## src/rtl/atl_pkg.sv

```systemverilog
package atl_pkg;

  localparam int unsigned RawW  = 33;
  localparam int unsigned TimeW = 32;
  localparam int unsigned CfgW  = 16;

  localparam logic [CfgW-1:0] JumpLimitReset = 16'd1000;
  localparam logic [CfgW-1:0] SeekGapReset   = 16'd40;

  typedef enum logic [1:0] {
    FUNC_AUDIO  = 2'd0,
    FUNC_VIDEO  = 2'd1,
    FUNC_SEEK   = 2'd2,
    FUNC_UNUSED = 2'd3
  } func_t;

  typedef enum logic [2:0] {
    ST_FORWARD  = 3'd0,
    ST_FIRST    = 3'd1,
    ST_RESYNC   = 3'd2,
    ST_JUMP     = 3'd3,
    ST_BACKWARD = 3'd4
  } status_t;

  typedef enum logic {
    CFG_JUMP_LIMIT = 1'b0,
    CFG_SEEK_GAP   = 1'b1
  } cfg_index_t;

  typedef struct packed {
    logic [1:0]      func;
    logic [RawW-1:0] raw_pts;
  } in_item_t;

  typedef struct packed {
    logic [TimeW-1:0] linear_time;
    logic [2:0]       status;
  } out_item_t;

  typedef struct packed {
    logic                       first_pending;
    logic [1:0][TimeW-1:0]      running_time;
    logic [1:0][RawW-1:0]       last_raw;
    logic [1:0][RawW-1:0]       resync_time;
  } atl_state_t;

  typedef struct packed {
    logic [CfgW-1:0] jump_limit;
    logic [CfgW-1:0] seek_gap;
  } atl_cfg_t;

endpackage

```

## src/rtl/atl_step.sv

```systemverilog
module atl_step
  import atl_pkg::*;
(
  input  atl_cfg_t   cfg,
  input  atl_state_t cur,
  input  in_item_t   item,
  output atl_state_t nxt,
  output logic       has_result,
  output out_item_t  result
);

  logic            sel;
  logic            oth;
  logic [RawW-1:0] prev;
  logic [RawW-1:0] fwd_diff;
  logic [RawW-1:0] step_mag;
  logic            is_fwd;
  logic            is_jump;
  logic [TimeW-1:0] big;
  logic [RawW-1:0] resync_v;
  status_t         status;

  assign sel      = item.func[0];
  assign oth      = ~sel;
  assign prev     = cur.last_raw[sel];
  assign is_fwd   = item.raw_pts >= prev;
  assign fwd_diff = item.raw_pts - prev;
  assign step_mag = is_fwd ? fwd_diff : (prev - item.raw_pts);
  assign is_jump  = step_mag > {{(RawW-CfgW){1'b0}}, cfg.jump_limit};
  assign big      = (cur.running_time[0] > cur.running_time[1]) ?
                    cur.running_time[0] : cur.running_time[1];
  assign resync_v = {1'b0, big} + {{(RawW-CfgW){1'b0}}, cfg.seek_gap};

  always_comb begin
    nxt        = cur;
    has_result = 1'b0;
    status     = ST_FORWARD;
    case (func_t'(item.func))
      FUNC_AUDIO, FUNC_VIDEO: begin
        has_result         = 1'b1;
        nxt.last_raw[sel]  = item.raw_pts;
        if (cur.first_pending) begin
          nxt.first_pending     = 1'b0;
          nxt.running_time[sel] = '0;
          status                = ST_FIRST;
        end else if (cur.resync_time[sel] != '0) begin
          nxt.running_time[sel] = cur.resync_time[sel][TimeW-1:0];
          nxt.resync_time[sel]  = '0;
          status                = ST_RESYNC;
        end else if (is_jump) begin
          nxt.running_time[sel] = resync_v[TimeW-1:0];
          nxt.resync_time[sel]  = '0;
          nxt.resync_time[oth]  = resync_v;
          status                = ST_JUMP;
        end else if (is_fwd) begin
          nxt.running_time[sel] = cur.running_time[sel] + fwd_diff[TimeW-1:0];
          status                = ST_FORWARD;
        end else begin
          status = ST_BACKWARD;
        end
      end
      FUNC_SEEK: begin
        nxt.resync_time[0] = resync_v;
        nxt.resync_time[1] = resync_v;
      end
      default: begin
        nxt = cur;
      end
    endcase
  end

  assign result.linear_time = nxt.running_time[sel];
  assign result.status      = status;

endmodule

```

## src/rtl/av_timestamp_linearizer_core.sv

```systemverilog
// A request is registered in stage 1; its result is written to the output register when stage 1 advances.
// One request per cycle unless a held output stalls it; the stream state is read and rewritten in the same cycle.
// Seek events update the resync times only, unused selectors leave state unchanged; neither gives a result.
// Reset (rst_n low, synchronous) empties both stages, restores the register defaults
// and returns the stream state to its initial values, with the first-item flag set.
module av_timestamp_linearizer_core
  import atl_pkg::*;
(
  input  logic            clk,
  input  logic            rst_n,
  input  logic            in_valid,
  output logic            in_ready,
  input  in_item_t        in_item,
  output logic            out_valid,
  input  logic            out_ready,
  output out_item_t       out_item,
  input  logic            cfg_we,
  input  logic            cfg_index,
  input  logic [CfgW-1:0] cfg_wdata
);

  atl_cfg_t   cfg_r;
  atl_state_t st_r;
  atl_state_t st_nxt;
  in_item_t   s1_item_r;
  logic       s1_vld_r;
  out_item_t  out_item_r;
  logic       out_vld_r;
  logic       has_result;
  out_item_t  result;
  logic       out_free;
  logic       adv;

  atl_step u_step (
    .cfg        (cfg_r),
    .cur        (st_r),
    .item       (s1_item_r),
    .nxt        (st_nxt),
    .has_result (has_result),
    .result     (result)
  );

  assign out_free  = !out_vld_r || out_ready;
  assign adv       = s1_vld_r && (!has_result || out_free);
  assign in_ready  = !s1_vld_r || adv;
  assign out_valid = out_vld_r;
  assign out_item  = out_item_r;

  always_ff @(posedge clk) begin
    if (!rst_n) begin
      cfg_r.jump_limit <= JumpLimitReset;
      cfg_r.seek_gap   <= SeekGapReset;
    end else if (cfg_we) begin
      case (cfg_index_t'(cfg_index))
        CFG_JUMP_LIMIT: cfg_r.jump_limit <= cfg_wdata;
        CFG_SEEK_GAP:   cfg_r.seek_gap   <= cfg_wdata;
        default:        cfg_r            <= cfg_r;
      endcase
    end
  end

  always_ff @(posedge clk) begin
    if (!rst_n) begin
      st_r <= '{first_pending: 1'b1, running_time: '0, last_raw: '0, resync_time: '0};
    end else if (adv) begin
      st_r <= st_nxt;
    end
  end

  always_ff @(posedge clk) begin
    if (!rst_n) begin
      s1_vld_r <= 1'b0;
    end else if (in_ready) begin
      s1_vld_r <= in_valid;
    end
  end

  always_ff @(posedge clk) begin
    if (in_ready && in_valid) begin
      s1_item_r <= in_item;
    end
  end

  always_ff @(posedge clk) begin
    if (!rst_n) begin
      out_vld_r <= 1'b0;
    end else if (out_free) begin
      out_vld_r <= adv && has_result;
    end
  end

  always_ff @(posedge clk) begin
    if (adv && has_result) begin
      out_item_r <= result;
    end
  end

endmodule
```

## config.mk

```make
export PLATFORM = sky130hd
export DESIGN_NAME = av_timestamp_linearizer_core
export DESIGN_NICKNAME = d
export VERILOG_FILES = /design/src/rtl/atl_pkg.sv /design/src/rtl/atl_step.sv /design/src/rtl/av_timestamp_linearizer_core.sv
export SDC_FILE = /design/constraint.sdc
export NUM_CORES = 1
export LEC_CHECK = 0
export ABC_AREA = 1
export BUFFER_PORTS_ARGS = -buffer_cell sky130_fd_sc_hd__buf_2
export CELL_PAD_IN_SITES_DETAIL_PLACEMENT = 0
export CELL_PAD_IN_SITES_GLOBAL_PLACEMENT = 1
export CORE_MARGIN = 10
export CORE_UTILIZATION = 30
export CTS_BUF_LIST = sky130_fd_sc_hd__clkbuf_16
export DETAILED_ROUTE_END_ITERATION = 10
export HOLD_SLACK_MARGIN = 0.1
export PLACE_DENSITY_LB_ADDON = 0.1
export REMOVE_ABC_BUFFERS = 1
export SLEW_MARGIN = 40
export SYNTH_ARGS = -nofsm -noshare
export SYNTH_HDL_FRONTEND = slang
export SYNTH_SLANG_ARGS = --single-unit
```

## constraint.sdc

```tcl
create_clock -name clk -period 16.6 [get_ports clk]
set_input_delay 2.49 -clock clk [delete_from_list [all_inputs] [get_ports clk]]
set_output_delay 2.49 -clock clk [all_outputs]
set_load 0.03 [all_outputs]
```

== Word level (Yosys, flattened, before mapping) ==
Cells that the tools add are included.
Widths: inputs -> output; s select.
Cells by class
  muxes and demuxes: 35
  bitwise operators: 7
  reduce and logical (&&, ||, !) cells: 21
  magnitude comparators: 7
  add/sub/neg operators: 4
  equal/unequal tests: 4
Operator list (count)
  $mux 64: 4
  $mux 33: 7
  $mux 66: 3
  $bwmux 64: 3
  $mux 32: 6
  $bwmux 66: 2
  $pmux 66 s2: 1
  $mux 130: 1
  $and 66x66->66: 1
  $demux 33 s1: 2
  $not 66->66: 1
  $sub 33x33->33: 2
  $and 64x64->64: 1
  $not 64->64: 1
  $add 32x16->33: 1
  $ge 33x33->1: 1
  $gt 33x16->1: 1
  $reduce_bool 33->1: 1
  $add 32x32->32: 1
  $demux 32 s1: 1
  $gt 32x32->1: 1
  $reduce_and 2->1: 3
  $logic_and 1x1->1: 5
  $lt 1x2->1 const B: 2
  other kinds (16): 26
Storage, ports and cells
  word-level logic and storage cells: 95
  bits of input ports: 57
  bits in registers: 301

== Depth between registers and ports, before layout ==
Gate-level depths: netlist of the first run.
  depth after elaboration: 12
  mapped depth: 49

== By module ==
A second synthesis of the first run with hierarchy kept.
Unflattened totals
  cell total of the unflattened synthesis: 5441
  area total of the unflattened synthesis: 30912.1 um2
Modules (own cells, without submodules)
  atl_step: cells each 3925, times used 1, area each 18853.1 um2
  av_timestamp_linearizer_core: cells each 1516, times used 1, area each 12059.1 um2

== Worst setup path after synthesis of the first run ==
No wires, ideal clock.
  path kind: reg2reg
  start point: register s1_item_r[33] in the netlist's numbering
  end point: register out_item_r, in the netlist out_item[10], data pin
  required time: 16.345 ns
  clock period less this slack: 6.264 ns
  data arrival time: 6.009 ns
  setup time: 0.255 ns
  path buffers: 11
  cell stages (with the launch flop): 47
  setup slack: 10.336 ns
  path through: edfxtp_1 > clkbuf_1 > buf_2 > buf_2 > clkbuf_1 > clkbuf_1 > clkbuf_1 > clkbuf_1 > nand2_1 > o21ai_0 > inv_1 > ha_1 > buf_2 > nand2_1 > nor2_4 > and2_1 > nand2_1 > nand3_2 > [... 11 more ...] > a211oi_1 > nand3b_1 > nand2_1 > nand2_1 > nand3_1 > nand2_1 > nand2_1 > nand2_1 > nand2_1 > nand2_2 > nor2_8 > nor2_4 > clkbuf_1 > o21ai_0 > nand3_1 > nand2_1 > nand3_1 > and2_1
RTL lines
  start: declaration: RTL line av_timestamp_linearizer_core.sv:25  | in_item_t s1_item_r;
  start signal: assignment: RTL line av_timestamp_linearizer_core.sv:80  | s1_item_r <= in_item;
  end signal: assignment: RTL line av_timestamp_linearizer_core.sv:94  | out_item_r <= result;
  end: declaration: RTL line av_timestamp_linearizer_core.sv:27  | out_item_t out_item_r;

==> impl_metrics.env, run 1 <==
export IMPL_startpoint="s1_item_r[33]"
export IMPL_design_core_area_um2=85400
export IMPL_critPathMostFrequentCell="nand2_1"
export IMPL_ant_nets=0
export IMPL_synth_top_cell_by_area="nand2_1"
export IMPL_sw_frac_of_total=0.417
export IMPL_gp_congestion=0.907
export IMPL_cts_tree="yes"
export IMPL_fin_crit_ps=7250
export IMPL_async_reset_ff_frac=0
export IMPL_ys_warn_count=0
export IMPL_root_buffer="clkbuf_16"
export IMPL_ir_worst_vdd_v=0.0000731
export IMPL_grt_start_max_net_pins=180
export IMPL_dr_first_iter_drc_count=1997
export IMPL_drc=0
export IMPL_ys_types=53
export IMPL_synthFlopType="dfxtp_1"
export IMPL_die_h_um=314
export IMPL_hold_violations=0
export IMPL_clk_insertion_delay_late_ps=590
export IMPL_io_buffers=93
export IMPL_relSlewSlack=0.343
export IMPL_finalNetCount=4446
export IMPL_finalSetupTns_ps=0
export IMPL_seqPwrFrac=0.301
export IMPL_wl_met1_mm=51.2
export IMPL_combPwrFrac=0.367
export IMPL_layout_commonest_cell="nand2_1"
export IMPL_start_util=0.303
export IMPL_route_met2_wl_mm=49.6
export IMPL_syn_avg_cell_area_um2=6.07
export IMPL_power_switching_uw=1140
export IMPL_multi_input_area_um2=16400
export IMPL_numClockSinks=301
export IMPL_core_rowCount=107
export IMPL_period_share=0.437
export IMPL_synth_seq_cells=301
export IMPL_dpl_hpwl_mm=80.4
export IMPL_die_w_um=314
export IMPL_max_freq_ghz=0.138
export IMPL_path_max_fanout=77
export IMPL_rsz0062_at_grt="no"
export IMPL_r2r_start="s1_item_r[33]"
export IMPL_drt_wirelength_per_cell_um=20.2
export IMPL_setup_worst_path_class="flip-flop to flip-flop"
export IMPL_clockPowerShare=0.332
export IMPL_clk_pin_slew_ps=60
export IMPL_place_ws_ps=9190
export IMPL_slew_violations=0
export IMPL_startpoint_type="flip-flop"
export IMPL_first_global_vias=26000
export IMPL_finalClockSkew_ps=15.7
export IMPL_area_delta_synth_final_pct=10.4
export IMPL_status="finished, final reports clean"
export IMPL_routed_via_density=5.04
export IMPL_numCtsBuffers=43
export IMPL_hold_buffers=0
export IMPL_htreeDepth=2
export IMPL_drv_cap=0
export IMPL_synth_enable_flop_cells=70
export IMPL_synth_cell_area_um2=25900
export IMPL_ios=94
export IMPL_netlist_area_leader_share=0.180
export IMPL_cts_buffer_depth=3
export IMPL_wl_mm=109
export IMPL_cts_setup_buffers=0
export IMPL_p_leak_uw=0.0136
export IMPL_tightest_slew_ps=976
export IMPL_syn_instance_count=4265
export IMPL_wl_met3_mm=5.39
export IMPL_grt_overflow=0
export IMPL_antenna_cells=0
export IMPL_dieArea_um2=98400
export IMPL_setup_ws_ps=9350
export IMPL_antenna_found_initial=2
export IMPL_num_vias=27200
export IMPL_drt_pass1_iterations=7
export IMPL_p_int_uw=1590
export IMPL_arrival_ps=7710
export IMPL_dr_max_layer_used="met4"
export IMPL_max_stage_delay_ps=670
export IMPL_ff_latch_area_um2=6730
export IMPL_final_area_um2=28600
export IMPL_critPathSlowestCell="buf_4"
export IMPL_critical_path_required_ps=17060
export IMPL_dpl_cell_area_um2=27200
export IMPL_power_density_nw_per_um2=95.6
export IMPL_drive_gt1_frac=0.0599
export IMPL_hold_path_class="flip-flop to flip-flop"
export IMPL_layout_common_cells="nand2_1, inv_1, o21ai_0"
export IMPL_synth_area_leaders="nand2_1, dfxtp_1, o21ai_0"
export IMPL_nFillCells=9770
export IMPL_endpoint_kind="flip-flop"
export IMPL_ys_seq_area_frac=0.260
export IMPL_grt_usage=0.215
export IMPL_post_cts_resize_count=0
export IMPL_setup_violations_final=0
export IMPL_grt_pass1_wl_mm=164
export IMPL_regToRegSetupSlack_ps=9350
through the flow:
step,total power [uW],std cells,util,hold slack [ps]
2_1_floorplan,1470,4056,-,429
3_3_place_gp,1840,5324,0.318,443
3_5_place_dp,1830,5324,0.319,446
4_1_cts,2750,5403,0.334,456
5_1_grt,2900,5403,0.334,472
6_report,2730,5403,0.334,451
cells by family after synthesis:
kind of cell,synth area share
and+or+nand+nor,0.324
AOI/OAI and AO/OA,0.201
buffers and inverters,0.110
DFF,0.260
adders and majority gates,0.0804
xor gates and xnor gates,0.0247
synthesized netlist by cell type (all sizes together), types with 6 or more instances:
master and n:
xnor2 33, a211oi 16, a31oi 11, a21o 6, nor4 9, inv 516, edfxtp 70, nor2 384
buf 78, dfxtp 231, o21ai 449, nand3 286, clkbuf 131, nand4 42, a21oi 397, o21bai 9
o211a 7, ha 160, o211ai 43, and2 19, nand2 1250, xor2 39, o21a 17, nand3b 7
nor3 28
routing by layer:
metal / up-vias / track usage
li1: 13900 / -
met1: 12500 / 0.294
met2: 711 / 0.354
met3: 130 / 0.0213
met4: 0 / 0.0614
met5: - / 0
power groups by stage:
stage | logic [uW] | registers (uW) | clock network, uW
2_1_floorplan | 636 | 838 | 0
3_3_place_gp | 1000 | 838 | 0
3_5_place_dp | 992 | 837 | 0
4_1_cts | 996 | 822 | 933
5_1_grt | 1110 | 827 | 958
6_report | 1000 | 823 | 907
critical path: cells and delay by family, from the launching register on:
family          cells  cell delay [ps]
compound gates      3              530
buf+inv             5             1860
simple gates       25             3400
fa+ha+maj           2              770
flops               1              320
path summary, 6_finish.rpt:
| check | depth (start not counted) | to |
|---|---|---|
| setup reg to reg | 35 | out_item[12] |
| hold / removal | 2 | flip-flop |
| hold reg to reg | 2 | flip-flop |
| setup / recovery | 35 | out_item[12] |
cell type report:
cell class	count	area share
repair buffers	124	0.0258
clock inverters	34	0.00718
clock buffers	45	0.0394
well taps	1144	0.0501
flip-flops and latches	301	0.235
inverters	519	0.0687
multi-input cells	3236	0.573
(Power assumes the default switching activity.)
==> inputs of run 2 (changes only) <==
--- a/config.mk
+++ b/config.mk
@@ -5,7 +5,7 @@
 export SDC_FILE = /design/constraint.sdc
 export NUM_CORES = 1
 export LEC_CHECK = 0
-export ABC_AREA = 1
+export ABC_AREA = 0
 export BUFFER_PORTS_ARGS = -buffer_cell sky130_fd_sc_hd__buf_2
 export CELL_PAD_IN_SITES_DETAIL_PLACEMENT = 0
 export CELL_PAD_IN_SITES_GLOBAL_PLACEMENT = 1
==> constraint.sdc (replaced) <==
create_clock -name clk -period 6.1 [get_ports clk]
set_input_delay 0.915 -clock clk [delete_from_list [all_inputs] [get_ports clk]]
set_output_delay 0.915 -clock clk [all_outputs]
set_load 0.03 [all_outputs]
==> impl_metrics.env, run 2 <==
export IMPL_synth_cell_area_um2=23600
export IMPL_synth_enable_flop_cells=70
export IMPL_endpoint_kind="flip-flop"
export IMPL_arrival_ps=6690
export IMPL_post_route_util=0.436
export IMPL_p_leak_uw=0.0143
export IMPL_max_stage_delay_ps=560
export IMPL_setup_violations_final=144
export IMPL_area_delta_synth_final_pct=43.4
export IMPL_busiest_layer="met2"
export IMPL_root_buffer="clkbuf_16"
export IMPL_yosysMostFrequentCell="nand2_1"
export IMPL_ios=94
export IMPL_routed_via_density=5.56
export IMPL_status="finished, violations left"
export IMPL_clk_pin_slew_ps=60
export IMPL_relSlewSlack=0.391
export IMPL_wl_mm=118
export IMPL_startpoint_type="flip-flop"
export IMPL_netlist_area_leader_share=0.196
export IMPL_power_density_nw_per_um2=193
export IMPL_start_util=0.304
export IMPL_dr_first_iter_drc_count=1983
export IMPL_slew_violations=0
export IMPL_fin_crit_ps=6380
export IMPL_synthFlopType="dfxtp_1"
export IMPL_ys_seq_area_frac=0.285
export IMPL_grt_start_max_net_pins=118
export IMPL_rsz0062_at_grt="yes"
export IMPL_drt_wirelength_per_cell_um=25.0
export IMPL_grt_pass1_wl_mm=171
export IMPL_hold_buffers=0
export IMPL_finalNetCount=3867
export IMPL_die_w_um=301
export IMPL_place_ws_ps=-688
export IMPL_htreeDepth=2
export IMPL_gr_usage_met3=0.0356
export IMPL_drive_gt1_frac=0.326
export IMPL_num_vias=26200
export IMPL_ys_types=94
export IMPL_synth_seq_cells=301
export IMPL_dpl_hpwl_mm=89.0
export IMPL_ys_top_cells_by_count="nand2_1, a21oi_1, dfxtp_1"
export IMPL_tightest_slew_ps=905
export IMPL_synth_area_leaders="dfxtp_1, edfxtp_1, ha_1"
export IMPL_io_buffers=93
export IMPL_drt_pass1_iterations=7
export IMPL_use_met2=0.410
export IMPL_antenna_found_initial=1
export IMPL_clk_insertion_delay_late_ps=590
export IMPL_core_rowCount=102
export IMPL_ant_nets=0
export IMPL_gp_congestion=0.956
export IMPL_cts_tree="yes"
export IMPL_setup_ws_ps=-275
export IMPL_critical_path_required_ps=6420
export IMPL_violations="negative setup slack"
export IMPL_grt_usage=0.248
export IMPL_cts_buffer_depth=3
export IMPL_async_reset_ff_frac=0
export IMPL_max_freq_ghz=0.157
export IMPL_grt_overflow=0
export IMPL_critPathSlowestCell="or4b_4"
export IMPL_drv_cap=0
export IMPL_numClockSinks=301
export IMPL_syn_instance_count=2996
export IMPL_setup_worst_path_class="flip-flop to flip-flop"
export IMPL_met1_usage=0.320
export IMPL_layout_commonest_cell="buf_4"
export IMPL_layout_common_cells="buf_4, nand2_1, a21oi_1"
export IMPL_ys_warn_count=0
export IMPL_synth_top_cell_by_area="dfxtp_1"
export IMPL_finalClockSkew_ps=24.7
export IMPL_design_core_area_um2=77700
export IMPL_drc=0
export IMPL_hold_worst_slack_ps=455
export IMPL_hold_path_class="flip-flop to flip-flop"
export IMPL_first_global_vias=25900
export IMPL_syn_avg_cell_area_um2=7.88
export IMPL_die_h_um=301
export IMPL_ir_worst_vdd_v=0.000191
export IMPL_path_max_fanout=6
export IMPL_numCtsBuffers=39
export IMPL_hold_violations=0
export IMPL_finalPower_uw=6540
export IMPL_dieArea_um2=90300
export IMPL_period_share=1.05
[run 2: final timing paths]
check,slack (ps),startpoint,endpoint,cells after the start
max,-280,s1_item_r[33],out_item[14],30
min,450,flip-flop,flip-flop,2
max reg2reg,-280,s1_item_r[33],out_item[14],30
min reg2reg,450,flip-flop,flip-flop,2
[run 2: layer usage]
layer | routed length (um) | share of wire
met5 | 13 | 0.00011
met3 | 7260 | 0.062
met2 | 54500 | 0.46
met4 | 5290 | 0.045
met1 | 50700 | 0.43
[run 2: what timing repair did]
item	in CTS	in global routing
gates cloned	5	7
endpoints found under the setup margin	164	164
buffers inserted	41	31
gates resized for setup	261	176
pin swaps	82	95
[run 2: worst max-delay path: cells and delay by family, from the launching register on]
kind                     cells  cell delay, ps
AO/OA/AOI/OAI               13            2520
buffers and inverters        7            1020
AND/OR/NAND/NOR              4             870
multiplexers                 3             670
adder cells (fa/ha/maj)      2             460
flip-flops                   1             380
XOR/XNOR                     1             140
[run 2: kinds of logic after synthesis]
kind of cell,Yosys count,share of synthesized area
mux,147,0.0647
fa+ha+maj,164,0.0882
xor+xnor,101,0.0375
compound gates,985,0.278
buf+inv,351,0.0604
flops,301,0.285
simple gates,947,0.186
[run 2: layout make-up]
| cell class | instances | area (um2) |
|---|---|---|
| multi-input cells | 2344 | 17400 |
| clock inverters | 32 | 315 |
| flip-flops and latches | 301 | 6730 |
| fillers | 7753 | 43900 |
| clock buffers | 39 | 976 |
| diodes | 2 | 5.00 |
| repair buffers | 804 | 6550 |
| inverters | 156 | 587 |
| well taps | 1040 | 1300 |
[run 2: per-stage QoR]
stage | instances | setup TNS [ps] | area, um2
after floorplan | 2801 | -1067400 | 22800
after global placement | 4567 | -57560 | 29600
after detailed placement | 4567 | -71920 | 29600
after CTS | 4682 | -43490 | 32600
after global routing | 4716 | -69690 | 33900
final | 4718 | -24040 | 33900
[run 2: where the power goes]
| group | switching [uW] | total, uW | internal (uW) | leakage [uW] |
|---|---|---|---|---|
| sequential | 41.8 | 2140 | 2090 | 0.00254 |
| clock | 990 | 2410 | 1420 | 0.000656 |
| combinational | 1200 | 1990 | 794 | 0.0111 |
| total | 2230 | 6540 | 4310 | 0.0143 |
